==> src/hdl/fsp_pkg.sv <==
// Shared types, widths and coefficient tables for the Fibonacci sphere point generator.
`timescale 1ns / 1ps
package fsp_pkg;

   // Defaults for the top-level parameters
   localparam int DEF_MAX_POINTS = 65536;
   localparam int DEF_FRAC_BITS  = 15;

   // Widths sized for the largest parameter values
   localparam int FB_MAX  = 30;
   localparam int PW_MAX  = 21;
   localparam int NUM_W   = PW_MAX + FB_MAX + 1;
   localparam int ZW      = FB_MAX + 1;
   localparam int SV_W    = 2 * FB_MAX + 2;
   localparam int SREM_W  = FB_MAX + 4;

   // Taylor series cells, one cosine coefficient each and one sine coefficient in every cell but the first
   localparam int TRIG_CELLS = 7;
   localparam logic [30:0] ONE_Q30 = 31'h4000_0000;

   // Word handed from cell to cell
   typedef struct packed {
      logic              oor;
      logic              zneg;
      logic [PW_MAX-1:0] n;
      logic [NUM_W-1:0]  num;
      logic [PW_MAX-1:0] rem;
      logic [ZW-1:0]     quo;
      logic [SV_W-1:0]   sv;
      logic [SREM_W-1:0] srem;
      logic [ZW-1:0]     root;
      logic [ZW-1:0]     rad;
      logic [31:0]       ang;
      logic [1:0]        quad;
      logic              tneg;
      logic [29:0]       th;
      logic [29:0]       t;
      logic [30:0]       s;
      logic [30:0]       c;
      logic [29:0]       ps;
      logic [29:0]       pc;
      logic [29:0]       es;
      logic [29:0]       ec;
   } token_type;

   // Cosine divisor of cell k
   function automatic logic [7:0] cos_div_of(input int k);
      logic [7:0] d;
      case (k)
         0:       d = 8'd182;
         1:       d = 8'd132;
         2:       d = 8'd90;
         3:       d = 8'd56;
         4:       d = 8'd30;
         5:       d = 8'd12;
         default: d = 8'd2;
      endcase
      return d;
   endfunction

   // Sine divisor of cell k; the first cell has no sine term
   function automatic logic [7:0] sin_div_of(input int k);
      logic [7:0] d;
      case (k)
         1:       d = 8'd156;
         2:       d = 8'd110;
         3:       d = 8'd72;
         4:       d = 8'd42;
         5:       d = 8'd20;
         6:       d = 8'd6;
         default: d = 8'd1;
      endcase
      return d;
   endfunction

endpackage

==> src/hdl/fsp_sqrt_cell.sv <==
// One digit-by-digit square root cell: one root bit from one bit pair.
`timescale 1ns / 1ps
module fsp_sqrt_cell #(
   parameter int PAIR_LO = 0
) (
   input  logic               clock,
   input  logic               reset,
   input  logic               advance,
   input  logic               up_valid,
   input  fsp_pkg::token_type up_tok,
   output logic               dn_valid,
   output fsp_pkg::token_type dn_tok
);
   import fsp_pkg::*;

   logic [SREM_W-1:0] trial;
   logic [SREM_W-1:0] test;
   logic              ge;
   token_type         tok_in;
   token_type         tok_ff;
   logic              valid_ff;

   // Bring down a bit pair and compare against 4*root+1
   always_comb begin
      trial = {up_tok.srem[SREM_W-3:0], up_tok.sv[PAIR_LO+1 -: 2]};
      test  = SREM_W'({up_tok.root, 2'b01});
      ge    = (trial >= test);
      tok_in      = up_tok;
      tok_in.srem = ge ? (trial - test) : trial;
      tok_in.root = {up_tok.root[ZW-2:0], ge};
   end

   // Advance with the pipeline
   always_ff @(posedge clock) begin
      if (reset) begin
         valid_ff <= 1'b0;
      end else if (advance) begin
         valid_ff <= up_valid;
      end
      if (advance) begin
         tok_ff <= tok_in;
      end
   end

   assign dn_valid = valid_ff;
   assign dn_tok   = tok_ff;
endmodule

==> config.mk <==
export PLATFORM = sky130hd
export DESIGN_NAME = fsp_sqrt_cell
export DESIGN_NICKNAME = d
export VERILOG_FILES = /design/src/hdl/fsp_pkg.sv /design/src/hdl/fsp_sqrt_cell.sv
export SDC_FILE = /design/constraint.sdc
export NUM_CORES = 1
export LEC_CHECK = 0
export ABC_CLOCK_PERIOD_IN_PS = 6900
export BUFFER_PORTS_ARGS = -buffer_cell sky130_fd_sc_hd__buf_2
export CAP_MARGIN = 20
export CORE_AREA = 5 5 431 433
export CTS_CLUSTER_DIAMETER = 150
export CTS_CLUSTER_SIZE = 40
export DETAILED_ROUTE_END_ITERATION = 10
export DIE_AREA = 0 0 436 438
export PLACE_DENSITY = 0.3
export SLEW_MARGIN = 40
export SYNTH_ARGS = -nofsm -noshare
export SYNTH_HDL_FRONTEND = slang
export SYNTH_SLANG_ARGS = --single-unit
==> constraint.sdc <==
create_clock -name clock -period 6.9 [get_ports clock]
set_input_delay 0.69 -clock clock [delete_from_list [all_inputs] [get_ports clock]]
set_output_delay 0.69 -clock clock [all_outputs]
set_load 0.05 [all_outputs]
==> metrics.txt <==
WL per Instance=24.2 µm; post-synth top area share=87.5%; ranking of synthesized cells by area=edfxtp_1 87%, ha_1 2.1%, a21oi_1 1.0%; Yosys cell types=58; post-synthesis sequential area ratio=87.6%; synthesized instance count=941; Lkg Pwr=11.7 nW; max_cap viols=0; Initial Util=10.6%; Clk pwr share=25.6%; Pins Over Slew Limit=0; Setup Viol. Count Final=0; CTS max path bufs=3; Crit Reg-Reg Endpoint=dn_valid; Seq pwr share=50.7%; delay-heaviest family, CP=compound AO/OA/AOI/OAI gates; hold_buf cts=0; R2R depth=2; Max Clk Rate=317 MHz; Worst Setup SP=up_tok[311]; VDD IR-drop max=0.210 mV; switching share of power=36.4%; drc violations=0; Main synth FF type=edfxtp_1; CTS tree=built; post-CTS sizing=0; Worst R2R Setup Slack=6320 ps; DR vias=13400; final cycle utilization of the critical path=45.7%; Net Sw Power=0.00300 W; WP buf/inv=6; number of synthesized flops with an enable pin=562; first-pass GRT wire length=138 mm; RSZ-0062 raised after global routing=false; drt initial violations=773; class of the worst hold path=primary input to flop; Area growth syn-to-layout=50.8%; gr usage total=10.8%; core area=0.182 mm²; Die H=438 µm; Critical Path RT=7300 ps; clock sink count=563; Hold Path Stages=1; initial antenna violation count=70; skew final=0 ps; kind of critical path=primary input to flop; post-CTS setup buffer count=0; DR vias/cell=2.94; layout net count=2698; Async SR Flop Fraction=0%; Worst path slowest cell=ha_1; Worst setup SP type=primary input; final hold vios=0; synthesized area=0.0193 mm²; critical path arrival=3550 ps; post-route non-filler standard cell count=4540; # IOs=1129; Total Wirelength=110 mm; TritonRoute pass-1 iters=5; post-synth top area cell=edfxtp_1; total number of yosys warnings=0; Cell Int Power=0.00525 W; hold path start=up_tok[475]; power per cell area=284 mW/mm²; maximum number of pins on one net before global-route repair=129; minimum clock period=3150 ps; type of destination of the critical path=flop; vias in the first global route=13700; # rows=157; detailed placement HPWL=92.8 mm; Num CTS Buffers=25; share of cells above drive strength 1=56.7%; cells along the critical path=buf_2 > inv_1 > ha_1 > inv_1 > a211oi_1 > buf_4 > o31ai_2 > a21oi_2 > o211a_4 > o21ai_4 > inv_2 > buf_4 > mux2i_1 > nor2_1; post-synth net total=1540; Cell Count Post-Placement=4457; Slew HR=35.8%; worst-path fanout max=13; flops & latches, synth=563; FILL cells=20200; Final ANT Viol Nets=0; total power=0.00825 W; die area=0.191 mm²; H-tree depth=1; status=complete, no violations; syn avg cell area=20.5 µm²; GRT overflow=0; Min-Delay Endpoint=dn_tok[475]; Reg area=0.0169 mm²; measured slew at the worst slew-check pin=963 ps; CTS root buf=clkbuf_16; Die X=436 µm; gpl congestion=0.847; combinational fraction of design power=23.8%; Multi-input gate area=0.00217 mm²; reg2reg start=dn_valid; Clock Latency Late Sink=670 ps; Setup TNS=0 ps; port buffer count=1126; crit-path max cell delay=520 ps; clock-pin transition on the worst setup and hold timing paths=160 ps
==> worst register-to-register path: cells and delay by family, from the launching register on <==
family / cells / cell delay (ps)
flops: 1 / 330
simple gates: 1 / 50
mux: 1 / 120
==> cells in the mapped netlist, drive strengths merged, types with 5 or more instances <==
library cell,instances
o211ai,6
nor2,43
nand4,5
ha,33
a211oi,6
xnor2,7
edfxtp,562
o31ai,10
o21ai,25
nor3,8
a21oi,40
xor2,15
a21o,16
nand2,40
nand3,11
o21a,6
clkbuf,6
or3,6
buf,7
inv,43
==> cell families after synthesis <==
logic type	synth area share [%]
XOR/XNOR	0.999
multiplexers	0.233
flip-flops	87.6
buffers and inverters	1.19
AO/OA/AOI/OAI	4.73
adder cells (fa/ha/maj)	2.14
AND/OR/NAND/NOR	3.11
==> through the flow <==
step | hold slack (ps) | utilization [%] | instance area (µm²) | worst slack [ps]
finish | 143 | 16.0 | 29100 | 3750
global placement | 482 | 15.4 | 28000 | 2820
detailed placement | 473 | 15.4 | 28000 | 2860
CTS | 50.8 | 16.0 | 29000 | 3610
floorplan | 733 | - | 19300 | 3920
global route | 55.9 | 16.0 | 29000 | 3490
==> cell usage in the layout (no fill, tap or decap), types with 3 or more instances in the layout <==
cell / synthesis / routed
buf_2: 4 / 1125
edfxtp_1: 562 / 562
nor2_1: 43 / 43
inv_1: 42 / 42
diode_2: 0 / 41
nand2_1: 40 / 40
a21oi_1: 39 / 38
ha_1: 33 / 33
clkbuf_16: 0 / 25
o21ai_0: 21 / 21
a21o_1: 16 / 16
xor2_1: 15 / 15
buf_4: 2 / 15
nand3_1: 11 / 11
nor3_1: 8 / 8
o31ai_1: 8 / 8
clkinv_16: 0 / 8
xnor2_1: 7 / 7
o21a_1: 6 / 6
or3_1: 6 / 6
nand4_1: 5 / 5
a211oi_1: 5 / 5
o211ai_1: 5 / 5
a31oi_1: 4 / 4
and3_1: 4 / 4
nand2b_1: 4 / 4
and4_1: 3 / 3
mux2i_1: 3 / 3
inv_16: 0 / 3
clkinv_1: 0 / 3
buf_12: 0 / 3
==> power groups by stage <==
stage	Sequential [W]	Combinational (W)	Clock, W
6_report	0.00418	0.00196	0.00211
5_1_grt	0.00421	0.00205	0.00236
4_1_cts	0.00419	0.00202	0.00227
3_5_place_dp	0.00426	0.00202	0
3_3_place_gp	0.00426	0.00202	0
2_1_floorplan	0.00526	0.000203	0
==> worst max path at each step <==
stage | to | cells past startpoint
3_3_place_gp | dn_tok[372] | 10
6_report | dn_tok[367] | 14
3_5_place_dp | dn_tok[372] | 13
2_1_floorplan | dn_tok[372] | 11
5_1_grt | dn_tok[367] | 14
4_1_cts | dn_tok[367] | 14
==> routing by layer <==
| layer | vias up | track usage [%] | share of wire, % | wire [µm] |
|---|---|---|---|---|
| met5 | - | 0.857 | 0.16 | 179 |
| met4 | 28 | 3.11 | 3.3 | 3650 |
| met3 | 136 | 4.10 | 8.0 | 8820 |
| met2 | 534 | 19.8 | 52 | 57300 |
| met1 | 6655 | 11.4 | 36 | 39800 |
| li1 | 5997 | - | - | - |
==> state kept, by name, summed over array words and instances, names as in the netlist <==
signal / count
dn_tok: 562
dn_valid: 1
==> cell type report <==
cell class,count,share of cell area [%]
Clock buffer,25,2.15
Timing Repair Buffer,1144,20.0
Multi-Input combinational cell,322,7.45
Clock inverter,17,1.14
Sequential cell,563,58.1
Tap cell,2385,10.3
Antenna cell,41,0.353
Inverter,43,0.555
No activity file was read; power rests on OpenSTA's default activity.
