===== src/hdl/fsp_pkg.sv =====
// Shared types, widths and coefficient tables for the Fibonacci sphere point generator.
`timescale 1ns / 1ps
package fsp_pkg;

   // Defaults for the top-level parameters
   localparam int DEF_MAX_POINTS = 65536;
   localparam int DEF_FRAC_BITS  = 15;

   // Widths sized for the largest parameter values
   localparam int FB_MAX  = 30;
   localparam int PW_MAX  = 21;
   localparam int NUM_W   = PW_MAX + FB_MAX + 1;
   localparam int ZW      = FB_MAX + 1;
   localparam int SV_W    = 2 * FB_MAX + 2;
   localparam int SREM_W  = FB_MAX + 4;

   // Taylor series cells, one cosine coefficient each and one sine coefficient in every cell but the first
   localparam int TRIG_CELLS = 7;
   localparam logic [30:0] ONE_Q30 = 31'h4000_0000;

   // Word handed from cell to cell
   typedef struct packed {
      logic              oor;
      logic              zneg;
      logic [PW_MAX-1:0] n;
      logic [NUM_W-1:0]  num;
      logic [PW_MAX-1:0] rem;
      logic [ZW-1:0]     quo;
      logic [SV_W-1:0]   sv;
      logic [SREM_W-1:0] srem;
      logic [ZW-1:0]     root;
      logic [ZW-1:0]     rad;
      logic [31:0]       ang;
      logic [1:0]        quad;
      logic              tneg;
      logic [29:0]       th;
      logic [29:0]       t;
      logic [30:0]       s;
      logic [30:0]       c;
      logic [29:0]       ps;
      logic [29:0]       pc;
      logic [29:0]       es;
      logic [29:0]       ec;
   } token_type;

   // Cosine divisor of cell k
   function automatic logic [7:0] cos_div_of(input int k);
      logic [7:0] d;
      case (k)
         0:       d = 8'd182;
         1:       d = 8'd132;
         2:       d = 8'd90;
         3:       d = 8'd56;
         4:       d = 8'd30;
         5:       d = 8'd12;
         default: d = 8'd2;
      endcase
      return d;
   endfunction

   // Sine divisor of cell k; the first cell has no sine term
   function automatic logic [7:0] sin_div_of(input int k);
      logic [7:0] d;
      case (k)
         1:       d = 8'd156;
         2:       d = 8'd110;
         3:       d = 8'd72;
         4:       d = 8'd42;
         5:       d = 8'd20;
         6:       d = 8'd6;
         default: d = 8'd1;
      endcase
      return d;
   endfunction

endpackage


===== src/hdl/fsp_div_cell.sv =====
// One restoring division cell: one quotient bit of |N-2i-1|*2^F/N.
`timescale 1ns / 1ps
module fsp_div_cell #(
   parameter int BIT_IDX = 0
) (
   input  logic               clock,
   input  logic               reset,
   input  logic               advance,
   input  logic               up_valid,
   input  fsp_pkg::token_type up_tok,
   output logic               dn_valid,
   output fsp_pkg::token_type dn_tok
);
   import fsp_pkg::*;

   logic [PW_MAX:0] trial;
   logic [PW_MAX:0] diff;
   logic            ge;
   token_type       tok_in;
   token_type       tok_ff;
   logic            valid_ff;

   // Shift in the next numerator bit and try a subtract
   always_comb begin
      trial = {up_tok.rem, up_tok.num[BIT_IDX]};
      diff  = trial - {1'b0, up_tok.n};
      ge    = (trial >= {1'b0, up_tok.n});
      tok_in      = up_tok;
      tok_in.rem  = ge ? diff[PW_MAX-1:0] : trial[PW_MAX-1:0];
      tok_in.quo  = {up_tok.quo[ZW-2:0], ge};
   end

   // Advance with the pipeline
   always_ff @(posedge clock) begin
      if (reset) begin
         valid_ff <= 1'b0;
      end else if (advance) begin
         valid_ff <= up_valid;
      end
      if (advance) begin
         tok_ff <= tok_in;
      end
   end

   assign dn_valid = valid_ff;
   assign dn_tok   = tok_ff;
endmodule


===== config.mk =====
export PLATFORM = sky130hd
export DESIGN_NAME = fsp_div_cell
export DESIGN_NICKNAME = d
export VERILOG_FILES = /design/src/hdl/fsp_pkg.sv /design/src/hdl/fsp_div_cell.sv
export SDC_FILE = /design/constraint.sdc
export NUM_CORES = 1
export LEC_CHECK = 0
export ABC_AREA = 1
export BUFFER_PORTS_ARGS = -buffer_cell sky130_fd_sc_hd__buf_2
export CORE_AREA = 2 2 443 445
export CTS_BUF_LIST = sky130_fd_sc_hd__clkbuf_4
export DETAILED_ROUTE_END_ITERATION = 8
export DIE_AREA = 0 0 445 447
export PLACE_DENSITY_LB_ADDON = 0.08
export SYNTH_ARGS = -nofsm -noshare
export SYNTH_HDL_FRONTEND = slang
export SYNTH_SLANG_ARGS = --single-unit
export TNS_END_PERCENT = 20

===== constraint.sdc =====
create_clock -name clock -period 1.9 [get_ports clock]
set_input_delay 0.38 -clock clock [delete_from_list [all_inputs] [get_ports clock]]
set_output_delay 0.38 -clock clock [all_outputs]
set_load 0.01 [all_outputs]

==> results of run 1 <==
==> cell usage after synthesis (2+ instances only) <==
cell type                  count
sky130_fd_sc_hd__nor2_1       26
sky130_fd_sc_hd__edfxtp_1    562
sky130_fd_sc_hd__buf_6         4
sky130_fd_sc_hd__xor2_1        8
sky130_fd_sc_hd__nand2_2      17
sky130_fd_sc_hd__inv_1        70
sky130_fd_sc_hd__nand3b_1      4
sky130_fd_sc_hd__nand4_1       2
sky130_fd_sc_hd__inv_2         3
sky130_fd_sc_hd__nor3_1        3
sky130_fd_sc_hd__ha_1         21
sky130_fd_sc_hd__a21oi_1      13
sky130_fd_sc_hd__o21bai_1      2
sky130_fd_sc_hd__nand3_1      27
sky130_fd_sc_hd__nand2_1     155
==> logic make-up after synthesis <==
group | share of synthesized area (%)
compound gates | 0.541
xor+xnor | 0.374
flops | 90.3
simple gates | 5.56
mux | 0.0535
fa+ha+maj | 1.51
buf+inv | 1.70
==> through the flow <==
stage / setup slack, ns / cells / TNS [ns] / hold WS (ns)
global placement: -0.479 / 4715 / -9.50 / 0.483
detailed placement: -0.455 / 4715 / -9.02 / 0.489
floorplan: -0.0638 / 931 / -1.07 / 0.452
==> impl_summary.txt, run 1 <==
----------------------------------------------------
[Logic synthesis]
  EDFF count, synth ... ~560
  Cell taking the most area after synthesis ... sky130_fd_sc_hd__edfxtp_1
  Yosys reg bits ... around 560
  Async set-reset flop share out of synthesis ... 0%
  Flip-flop cell with the highest count after synthesis ... sky130_fd_sc_hd__edfxtp_1
  Top area cells in the synthesized netlist ... sky130_fd_sc_hd__edfxtp_1 90%, sky130_fd_sc_hd__nand2_1 3.1%, sky130_fd_sc_hd__ha_1 1.4%
  Count of different cell masters after synthesis ... 29
  Proportion of synthesized chip area in sequential cells ... between 90% and 100%
  Mapped Cells ... approximately 930
  Yosys top cell area share ... about nine tenths
  Synth warn ... 0
  Mean instance size in the synthesized netlist ... slightly above 20 sq um
  Net Count, Synth ... 1519
  Area of the mapped netlist ... around 19000 sq um

[Placement]
  Number of port buffers ... roughly 1100
  Detailed Place HPWL ... about 90000 microns
  Post-place instance area ... 28700 sq um
  Placer's final routability congestion estimate ... approximately 0.8

[CTS]
  TritonCTS Buffers ... ~180
  CTS H-Tree Depth ... 4
  Count of cells resized by post-cts repair ... about 200
  Post-CTS repair timing setup buffer count ... 0
  Hold buffer count at CTS ... between 1000 and 1500
  Root buffer selected by CTS ... sky130_fd_sc_hd__clkbuf_4
  Clock Tree Buf Depth ... 3
  Clock Sinks ... approximately 560

[Die]
  Initial core utilization ... under 10%
  I/O pin total ... about 1100
  Width of the die ... 445 microns
  Floorplan die height ... 447 microns
  Standard-cell row count ... approximately 160

[Run status]
  Status ... did not finish
  Stage at which the run stopped ... 4_1_cts
  First error message ... [ERROR RSZ-0060] Max buffer count reached.

----------------------------------------------------
==> inputs of run 2 (changes only) <==
CTS_BUF_LIST = unset   (was sky130_fd_sc_hd__clkbuf_4)
PLACE_DENSITY_LB_ADDON = 0.15   (was 0.08)
clock period = 2.47 ns   (was 1.9 ns; I/O delays follow)
==> run 2 against run 1 <==
  * The run now ends clean
  * Synthesized cell count did not move
  * Synthesized area is the same
==> impl_summary.txt, run 2 <==
----------------------------------------------------
[Logic synthesis]
  Yosys top cell area share ... 90.1% (unchanged)
  Mapped Cells ... 931 (unchanged)
  Top area cells in the synthesized netlist ... sky130_fd_sc_hd__edfxtp_1 90%, sky130_fd_sc_hd__nand2_1 3.1%, sky130_fd_sc_hd__ha_1 1.4%
  Flip-flop cell with the highest count after synthesis ... sky130_fd_sc_hd__edfxtp_1
  Area of the mapped netlist ... 18700 sq um (unchanged)
  Yosys reg bits ... 563 (unchanged)
  Most repeated cell in the gate-level netlist after synthesis ... sky130_fd_sc_hd__edfxtp_1
  Most frequent cells after synthesis ... 562 x sky130_fd_sc_hd__edfxtp_1, 155 x sky130_fd_sc_hd__nand2_1, 70 x sky130_fd_sc_hd__inv_1
  Multiplexer share of the synthesized area ... 0.0535% (unchanged)
  Mean instance size in the synthesized netlist ... 20.1 sq um (unchanged)
  Synthesized-area fraction occupied by ao, oa, aoi and oai cells ... 0.541% (unchanged)
  Post-synthesis share of cell area spent on and, or, nand and nor gates ... 5.56% (unchanged)
  EDFF count, synth ... 562 (unchanged)
  Cell taking the most area after synthesis ... sky130_fd_sc_hd__edfxtp_1
  Count of different cell masters after synthesis ... 29 (unchanged)
  Post-synthesis xor/xnor area fraction ... 0.374% (unchanged)
  Net Count, Synth ... 1519 (unchanged)
  Post-synthesis share of cell area spent on full adders, half adders and majority gates ... 1.51% (unchanged)
  Proportion of synthesized chip area in sequential cells ... 90.3% (unchanged)
  Dominant combinational cell family by area after synthesis ... simple AND/OR/NAND/NOR gates
  Synth warn ... 0 (unchanged)
  Async set-reset flop share out of synthesis ... 0% (unchanged)

[Layout]
  Commonest non-fill, non-tap cells in the layout ... 1126 x sky130_fd_sc_hd__buf_2, 562 x sky130_fd_sc_hd__edfxtp_1, 534 x sky130_fd_sc_hd__dlygate4sd3_1
  Area grow syn2layout ... 92.4%
  Filler instances ... about 21000
  Max reg flops ... between 500 and 600
  Post-route cell area ... approximately 36000 sq um
  NumNets Final ... ~3300
  Most common cell after layout, fill and taps aside ... sky130_fd_sc_hd__buf_2
  Fraction of final layout cells with drive strength greater than 1 ... a little under half

[CTS]
  Clock insertion delay at the later pin of the skew report ... 0.68 ns
  CTS H-Tree Depth ... 3 (-1)
  Clock Sinks ... 563 (unchanged)
  Clock Tree Buf Depth ... 3 (unchanged)
  CTS tree ... built
  Root buffer selected by CTS ... sky130_fd_sc_hd__clkbuf_16
  Clock-pin slew on the worst setup and hold paths ... around 0.050 ns
  Post-CTS repair timing setup buffer count ... 0 (unchanged)
  TritonCTS Buffers ... 78 (-57%)

[Hold path]
  Worst hold path depth ... 1
  Worst-case hold path end point ... dn_tok[30]$_DFFE_PP_
  Class of the tightest hold or removal check ... input pin to register
  Min-Delay Startpoint ... up_tok[30]

[STA]
  Headroom to the max-slew limit ... between 60 and 70%
  Number of failing hold endpoints at the final stage ... 0
  Number of setup violations in the final report ... 0
  Setup repair after global routing missed its margin ... no
  Number of pins exceeding their max-slew limit in the final report ... 0
  Tmin final ... 2.31 ns
  Skew final ... 0 ns
  Post-route fraction of the period consumed by the critical path ... a little over nine tenths
  Setup TNS Final ... 0 ns
  Max Freq ... ~0.43 GHz
  Slew of the pin with the lowest slew margin ... between 0.5 and 0.6 ns

[Worst setup path]
  Classification of the worst setup path ... input pin to register
  Worst path arrival time ... 2.76 ns
  Launching element type of the critical path ... input pin
  Critical Path Slowest Stage Cell ... sky130_fd_sc_hd__dlygate4sd3_1
  Reg2reg end ... dn_valid$_SDFFE_PP0P_
  Crit Reg-Reg Startpoint ... dn_valid$_SDFFE_PP0P_
  Top fanout value on the critical path ... 6
  Crit-path max cell delay ... roughly 0.56 ns
  Ordered cell list for the critical path ... dlygate4sd3_1, buf_2, inv_1, ha_1, inv_1, fa_2, nand2_1, nand2_2, nand3_2, nand2_2, nand2_2, nand2_2, nand2_2, nand2_4, buf_12, nand3_1, nand2_1
  Worst reg2reg path depth ... 2
  Critical path data required time ... 2.91 ns
  Crit. End Element ... register
  CP dominant cell by count ... sky130_fd_sc_hd__nand2_2
  Worst reg-to-reg setup slack ... 1.90 ns

[Placement]
  Post-place instance area ... 28200 sq um (-1.7%)
  Number of port buffers ... 1127 (unchanged)
  Detailed Place HPWL ... 96200 microns (+6.4%)
  Placer's final routability congestion estimate ... 0.814 (+1.9%)

[Die]
  I/O pin total ... 1129 (unchanged)
  Width of the die ... 445 microns (unchanged)
  Standard-cell row count ... 162 (unchanged)
  Initial core utilization ... 9.64% (unchanged)
  Placeable Area ... 194000 sq um
  Floorplan die height ... 447 microns (unchanged)
  Die area ... 199000 sq um

[Run status]
  Status ... completed

[Detailed routing]
  Final ANT Viol Nets ... 0
  Number of vias per cell after detailed routing ... a little under 3
  DR iter-0 viols ... between 700 and 800
  Vias ... around 15000
  Final wirelength ... 116000 microns
  Initial DRT Pass Iterations ... 6
  Final routed DRC violation total ... 0
  WL per Instance ... around 22 microns

[Job]
  Number of maximum-capacitance violations ... 0

[Power]
  Worst vdd rail ir drop ... about 0.4 mV
  Static leakage power ... about 15 nW
  Clock power share ... roughly two fifths
  Relative contribution of sequential cells to total power ... 44.5%
  Net Switching ... just over 7 mW
  Int Power ... just under 20 mW
  Power density of the placed cells ... between 700 and 800 nW/um^2
  Comb power frac ... roughly 14%
  Sum of internal, switching and leakage power ... roughly 26 mW
  Fraction of power spent switching nets ... between 20% and 30%

[GRT]
  Via count of the first global-routing pass ... between 15000 and 20000
  First-pass GRT wire length ... 148000 microns
  Global Route Usage Sum ... around 11%
  GRT Residual Overflow ... 0
  Initial antenna violation count ... 60
  Largest net degree at the start of global routing ... 94

----------------------------------------------------
[run 2: worst max-delay path: cells and delay by family]
kind	cells	cell delay, ns
fa+ha+maj	2	0.48
buf+inv	5	0.99
simple gates	10	0.78
[run 2: final cells by class]
type	count	area, sq um	share of cell area, %
flip-flops and latches	563	16900	46.9
repair buffers	1728	11700	32.6
well taps	2542	3180	8.83
clock buffers	93	2010	5.58
multi-input cells	291	1520	4.21
clock inverters	38	380	1.06
inverters	73	274	0.761
diodes	13	32.5	0.0903
[run 2: kinds of logic (layout without fill, tap and decap cells)]
kind of cell	count (synthesis)	after routing
flip-flops	563	563
AND/OR/NAND/NOR	242	242
buffers and inverters	77	1932
adder cells (fa/ha/maj)	22	22
AO/OA/AOI/OAI	18	18
XOR/XNOR	8	8
multiplexers	1	1
other	0	13
[run 2: worst max path at each step]
stage / from / end / slack [ns] / cells past startpoint
2_1_floorplan: up_tok[487] / dn_tok[485]$_DFFE_PP_ / 0.31 / 15
6_report: up_tok[487] / dn_tok[485]$_DFFE_PP_ / 0.16 / 17
3_5_place_dp: up_tok[487] / dn_tok[478]$_DFFE_PP_ / -0.08 / 14
3_3_place_gp: up_tok[487] / dn_tok[478]$_DFFE_PP_ / -0.07 / 14
5_1_grt: up_tok[487] / dn_tok[471]$_DFFE_PP_ / 0.005 / 18
4_1_cts: up_tok[487] / dn_tok[485]$_DFFE_PP_ / 0.17 / 17
[run 2: repair_timing]
item,in CTS,in global routing
setup endpoints to repair,0,21
endpoints found under the hold margin,534,0
hold buffers,534,0
gates resized for setup,0,4
[run 2: per-layer routing]
metal  share of wire (%)  vias up  global-route usage (%)
li1                    -     7074                       -
met4                 2.2       16                    3.34
met5               0.088        -                       0
met1                  40     7511                    13.2
met3                 5.7      162                    2.51
met2                  52      633                    19.8
[run 2: stage by stage]
stage                     hold WS [ns]  setup slack [ns]  instances  utilization [%]
final                           0.0902             0.157       5341             18.5
after global routing            0.0270           0.00467       5333             18.5
after CTS                     0.000229             0.167       5328             18.5
after detailed placement         0.484           -0.0760       4663             14.5
after global placement           0.476           -0.0691       4663             14.5
after floorplan                  0.528             0.308        931                -
[run 2: power groups by stage]
| stage | registers (mW) | clock network [mW] | logic [mW] |
|---|---|---|---|
| finish | 11.7 | 10.9 | 3.71 |
| CTS | 11.7 | 11.5 | 3.89 |
| floorplan | 12.2 | 0 | 0.357 |
| global route | 11.8 | 11.7 | 4.00 |
| detailed placement | 11.9 | 0 | 3.10 |
| global placement | 11.9 | 0 | 3.12 |
Note: power is estimated with default switching activity, not from simulation.
==> inputs of run 3 (changes only) <==
ABC_AREA = unset   (was 1)
CORE_AREA = 2 2 439 441   (was 2 2 443 445)
CTS_CLUSTER_SIZE = 10   (was unset)
DIE_AREA = 0 0 441 443   (was 0 0 445 447)
==> run 3 against run 2 <==
  * Final area shrank 0.48%
  * Sequential share of layout area grew 0.23 points
  * Largest power group unchanged
  * Hold slack gained 0.0057 ns
  * Largest cell class unchanged
==> impl_summary.txt, run 3 <==
----------------------------------------------------
[Run status]
  Status ... completed

[Die]
  I/O pin total ... 1129 (unchanged)
  Placeable Area ... 191000 sq um (-1.6%)
  Floorplan die height ... 443 microns (-0.89%)
  Die area ... 195000 sq um (-1.8%)
  Width of the die ... 441 microns (-0.90%)
  Initial core utilization ... 9.61% (-0.028 points)
  Standard-cell row count ... 161 (-0.62%)

[STA]
  Skew final ... 0 ns (unchanged)
  Setup TNS Final ... 0 ns (unchanged)
  Tmin final ... 2.39 ns (+0.0795 ns)
  Max Freq ... 0.418 GHz (-3.3%)
  Hold Worst Slack ... 0.0958 ns (+0.00566 ns)
  Slew of the pin with the lowest slew margin ... 0.464 ns (-0.0660 ns)
  Setup repair after global routing missed its margin ... no
  Number of failing hold endpoints at the final stage ... 0 (unchanged)
  Number of pins exceeding their max-slew limit in the final report ... 0 (unchanged)
  Post-route fraction of the period consumed by the critical path ... 96.9% (+3.2 points)
  Number of setup violations in the final report ... 0 (unchanged)
  Headroom to the max-slew limit ... 68.8% (+4.2 points)
  Final setup margin ... 0.0771 ns (-0.0795 ns)

[Layout]
  Area grow syn2layout ... 95.0%
  NumNets Final ... 3201 (-3.7%)
  Most common cell after layout, fill and taps aside ... sky130_fd_sc_hd__buf_2
  Post-route cell area ... 35800 sq um (-0.48%)
  Fraction of final layout cells with drive strength greater than 1 ... 51.5% (+3.8 points)
  Max reg flops ... 562 (unchanged)
  Commonest non-fill, non-tap cells in the layout ... 1126 x sky130_fd_sc_hd__buf_2, 562 x sky130_fd_sc_hd__edfxtp_1, 509 x sky130_fd_sc_hd__dlygate4sd3_1
  Finished Layout Cells ... 5214 (-2.4%)

[Worst setup path]
  Critical Path Slowest Stage Cell ... sky130_fd_sc_hd__fa_2
  Critical path data required time ... 2.89 ns (-0.02 ns)
  Worst path arrival time ... 2.81 ns (+0.05 ns)
  Launching element type of the critical path ... input pin
  CP dominant cell by count ... sky130_fd_sc_hd__buf_4
  Ordered cell list for the critical path ... buf_2, inv_12, ha_4, inv_2, fa_2, a21o_1, a31o_2, a21oi_4, a211o_1, o2111ai_4, buf_4, buf_4, o311ai_1, o22ai_1
  Top fanout value on the critical path ... 6 (unchanged)
  Crit-path max cell delay ... 0.39 ns (-0.17 ns)
  Crit. End Element ... register
  Classification of the worst setup path ... input pin to register

[GRT]
  Initial antenna violation count ... 75 (+25%)
  GRT Residual Overflow ... 0 (unchanged)
  Global routing met2 resource utilization ... 20.3% (+0.49 points)
  Largest net degree at the start of global routing ... 67 (-29%)
  Via count of the first global-routing pass ... 15800 (-1.8%)
  Global Route Usage Sum ... 11.7% (+0.63 points)
  First-pass GRT wire length ... 151000 microns (+2.5%)
  Met3 global-route usage ... 2.98% (+0.47 points)
  Most used routing layer ... met2
  Met1 Usage GRT ... 14.2% (+1.0 points)

[CTS]
  CTS tree ... built
  CTS H-Tree Depth ... 3 (unchanged)
  Clock Tree Buf Depth ... 3 (unchanged)
  Clock-pin slew on the worst setup and hold paths ... 0.05 ns (about the same)
  Clock Sinks ... 563 (unchanged)
  Root buffer selected by CTS ... sky130_fd_sc_hd__clkbuf_16
  TritonCTS Buffers ... 79 (+1.3%)
  Clock insertion delay at the later pin of the skew report ... 0.69 ns (about the same)

[Detailed routing]
  WL per Instance ... 22.8 microns (+5.2%)
  Number of vias per cell after detailed routing ... 2.89 (+0.13%)
  Final wirelength ... 119000 microns (+2.7%)
  Vias ... 15000 (-2.3%)
  Initial DRT Pass Iterations ... 4 (-2)
  Final routed DRC violation total ... 0 (unchanged)
  Final ANT Viol Nets ... 0 (unchanged)
  DR iter-0 viols ... 775 (+5.3%)

[Logic synthesis]
  Mean instance size in the synthesized netlist ... 23.5 sq um (+17%)
  Most frequent cells after synthesis ... 562 x sky130_fd_sc_hd__edfxtp_1, 30 x sky130_fd_sc_hd__a21oi_1, 28 x sky130_fd_sc_hd__inv_1
  Cell taking the most area after synthesis ... sky130_fd_sc_hd__edfxtp_1
  Flip-flop cell with the highest count after synthesis ... sky130_fd_sc_hd__edfxtp_1
  Yosys top cell area share ... 91.8% (+1.7 points)
  EDFF count, synth ... 562 (unchanged)
  Async set-reset flop share out of synthesis ... 0% (unchanged)
  Top area cells in the synthesized netlist ... sky130_fd_sc_hd__edfxtp_1 92%, sky130_fd_sc_hd__ha_1 1.4%, sky130_fd_sc_hd__a21oi_1 0.82%
  Count of different cell masters after synthesis ... 49 (+69%)
  Most repeated cell in the gate-level netlist after synthesis ... sky130_fd_sc_hd__edfxtp_1
  Synth warn ... 0 (unchanged)
  Area of the mapped netlist ... 18400 sq um (-1.8%)
  Yosys reg bits ... 563 (unchanged)
  Proportion of synthesized chip area in sequential cells ... 91.9% (+1.7 points)
  Net Count, Synth ... 1371 (-9.7%)
  Mapped Cells ... 783 (-16%)

[Placement]
  Dpl cells ... 4549 (-2.4%)
  Number of port buffers ... 1127 (unchanged)
  Placement-stage worst setup slack ... -0.696 ns (-0.620 ns)
  Detailed Place HPWL ... 99700 microns (+3.6%)
  Placer's final routability congestion estimate ... 0.861 (+5.8%)
  Post-place instance area ... 28200 sq um (about the same)

[Power]
  Static leakage power ... 14.6 nW (-2.3%)
  Power density of the placed cells ... 740 nW/um^2 (+1.4%)
  Worst vdd rail ir drop ... 0.504 mV (+24%)

[Job]
  Number of maximum-capacitance violations ... 0 (unchanged)

[Hold path]
  Class of the tightest hold or removal check ... input pin to register

----------------------------------------------------
## run 3: cell count changes after synthesis, sizes merged, moves of 6 or more
| cell | delta |
|---|---|
| xnor2 | +8 |
| nand2 | -158 |
| nand3 | -25 |
| mux2 | +10 |
| inv | -45 |
| o21ai | +15 |
| a21oi | +17 |
| nor2 | -8 |
| a21o | +6 |
## run 3: worst paths after layout
check	from	endpoint	slack, ns	cells after the start
setup / recovery	up_tok[487]	dn_tok[482]$_DFFE_PP_	0.08	14
hold reg to reg	dn_valid$_SDFFE_PP0P_	dn_valid$_SDFFE_PP0P_	0.50	2
setup reg to reg	dn_valid$_SDFFE_PP0P_	dn_valid$_SDFFE_PP0P_	1.89	2
hold / removal	up_tok[534]	dn_tok[534]$_DFFE_PP_	0.1	1
## run 3: logic make-up after synthesis
kind of cell             after synthesis  synth area share (%)
XOR/XNOR                              15                 0.715
flip-flops                           563                  91.9
buffers and inverters                 34                 0.790
AO/OA/AOI/OAI                         77                  2.68
adder cells (fa/ha/maj)               22                  1.54
multiplexers                          13                 0.776
AND/OR/NAND/NOR                       59                  1.55
## run 3: final cells by class
| type | count | area (sq um) |
|---|---|---|
| clock inverter | 37 | 362 |
| clock buffer | 97 | 2070 |
| sequential | 563 | 16900 |
| antenna | 22 | 55.1 |
| timing repair buffer | 1755 | 11800 |
| inverter | 28 | 118 |
| tap | 2526 | 3160 |
| multi-input combinational | 186 | 1390 |
| fill | 21000 | 155000 |
## run 3: report_power, final
part	switching (mW)	internal (mW)	leakage (nW)
sequential	0.275	11.4	5.51
clock	4.71	6.36	1.16
combinational	2.03	1.72	7.93
## run 3: timing repair
item / CTS / global route
resized for setup: 0 / 3
hold buffers: 509 / 0
endpoints found under the hold margin: 509 / 0
setup endpoints to repair: 0 / 4
buffers inserted: 0 / 0
## run 3: stage by stage
| stage | util, % | power [mW] |
|---|---|---|
| after floorplan | - | 12.6 |
| after global placement | 14.8 | 15.1 |
| after detailed placement | 14.8 | 15.0 |
| after CTS | 18.7 | 27.3 |
| after global routing | 18.7 | 27.8 |
| final | 18.7 | 26.5 |
## run 3: worst max-delay path: cells and delay by family
| family | cells | cell delay (ns) |
|---|---|---|
| adders and majority gates | 2 | 0.51 |
| AOI/OAI and AO/OA | 7 | 1.20 |
| buffers and inverters | 5 | 0.59 |
## run 3: layer usage
metal  vias to the layer above  share of wire [%]
li1                       6826                  -
met1                      7424                 41
met2                       601                 50
met3                       166                6.1
met4                        32                2.2
met5                         -               0.16
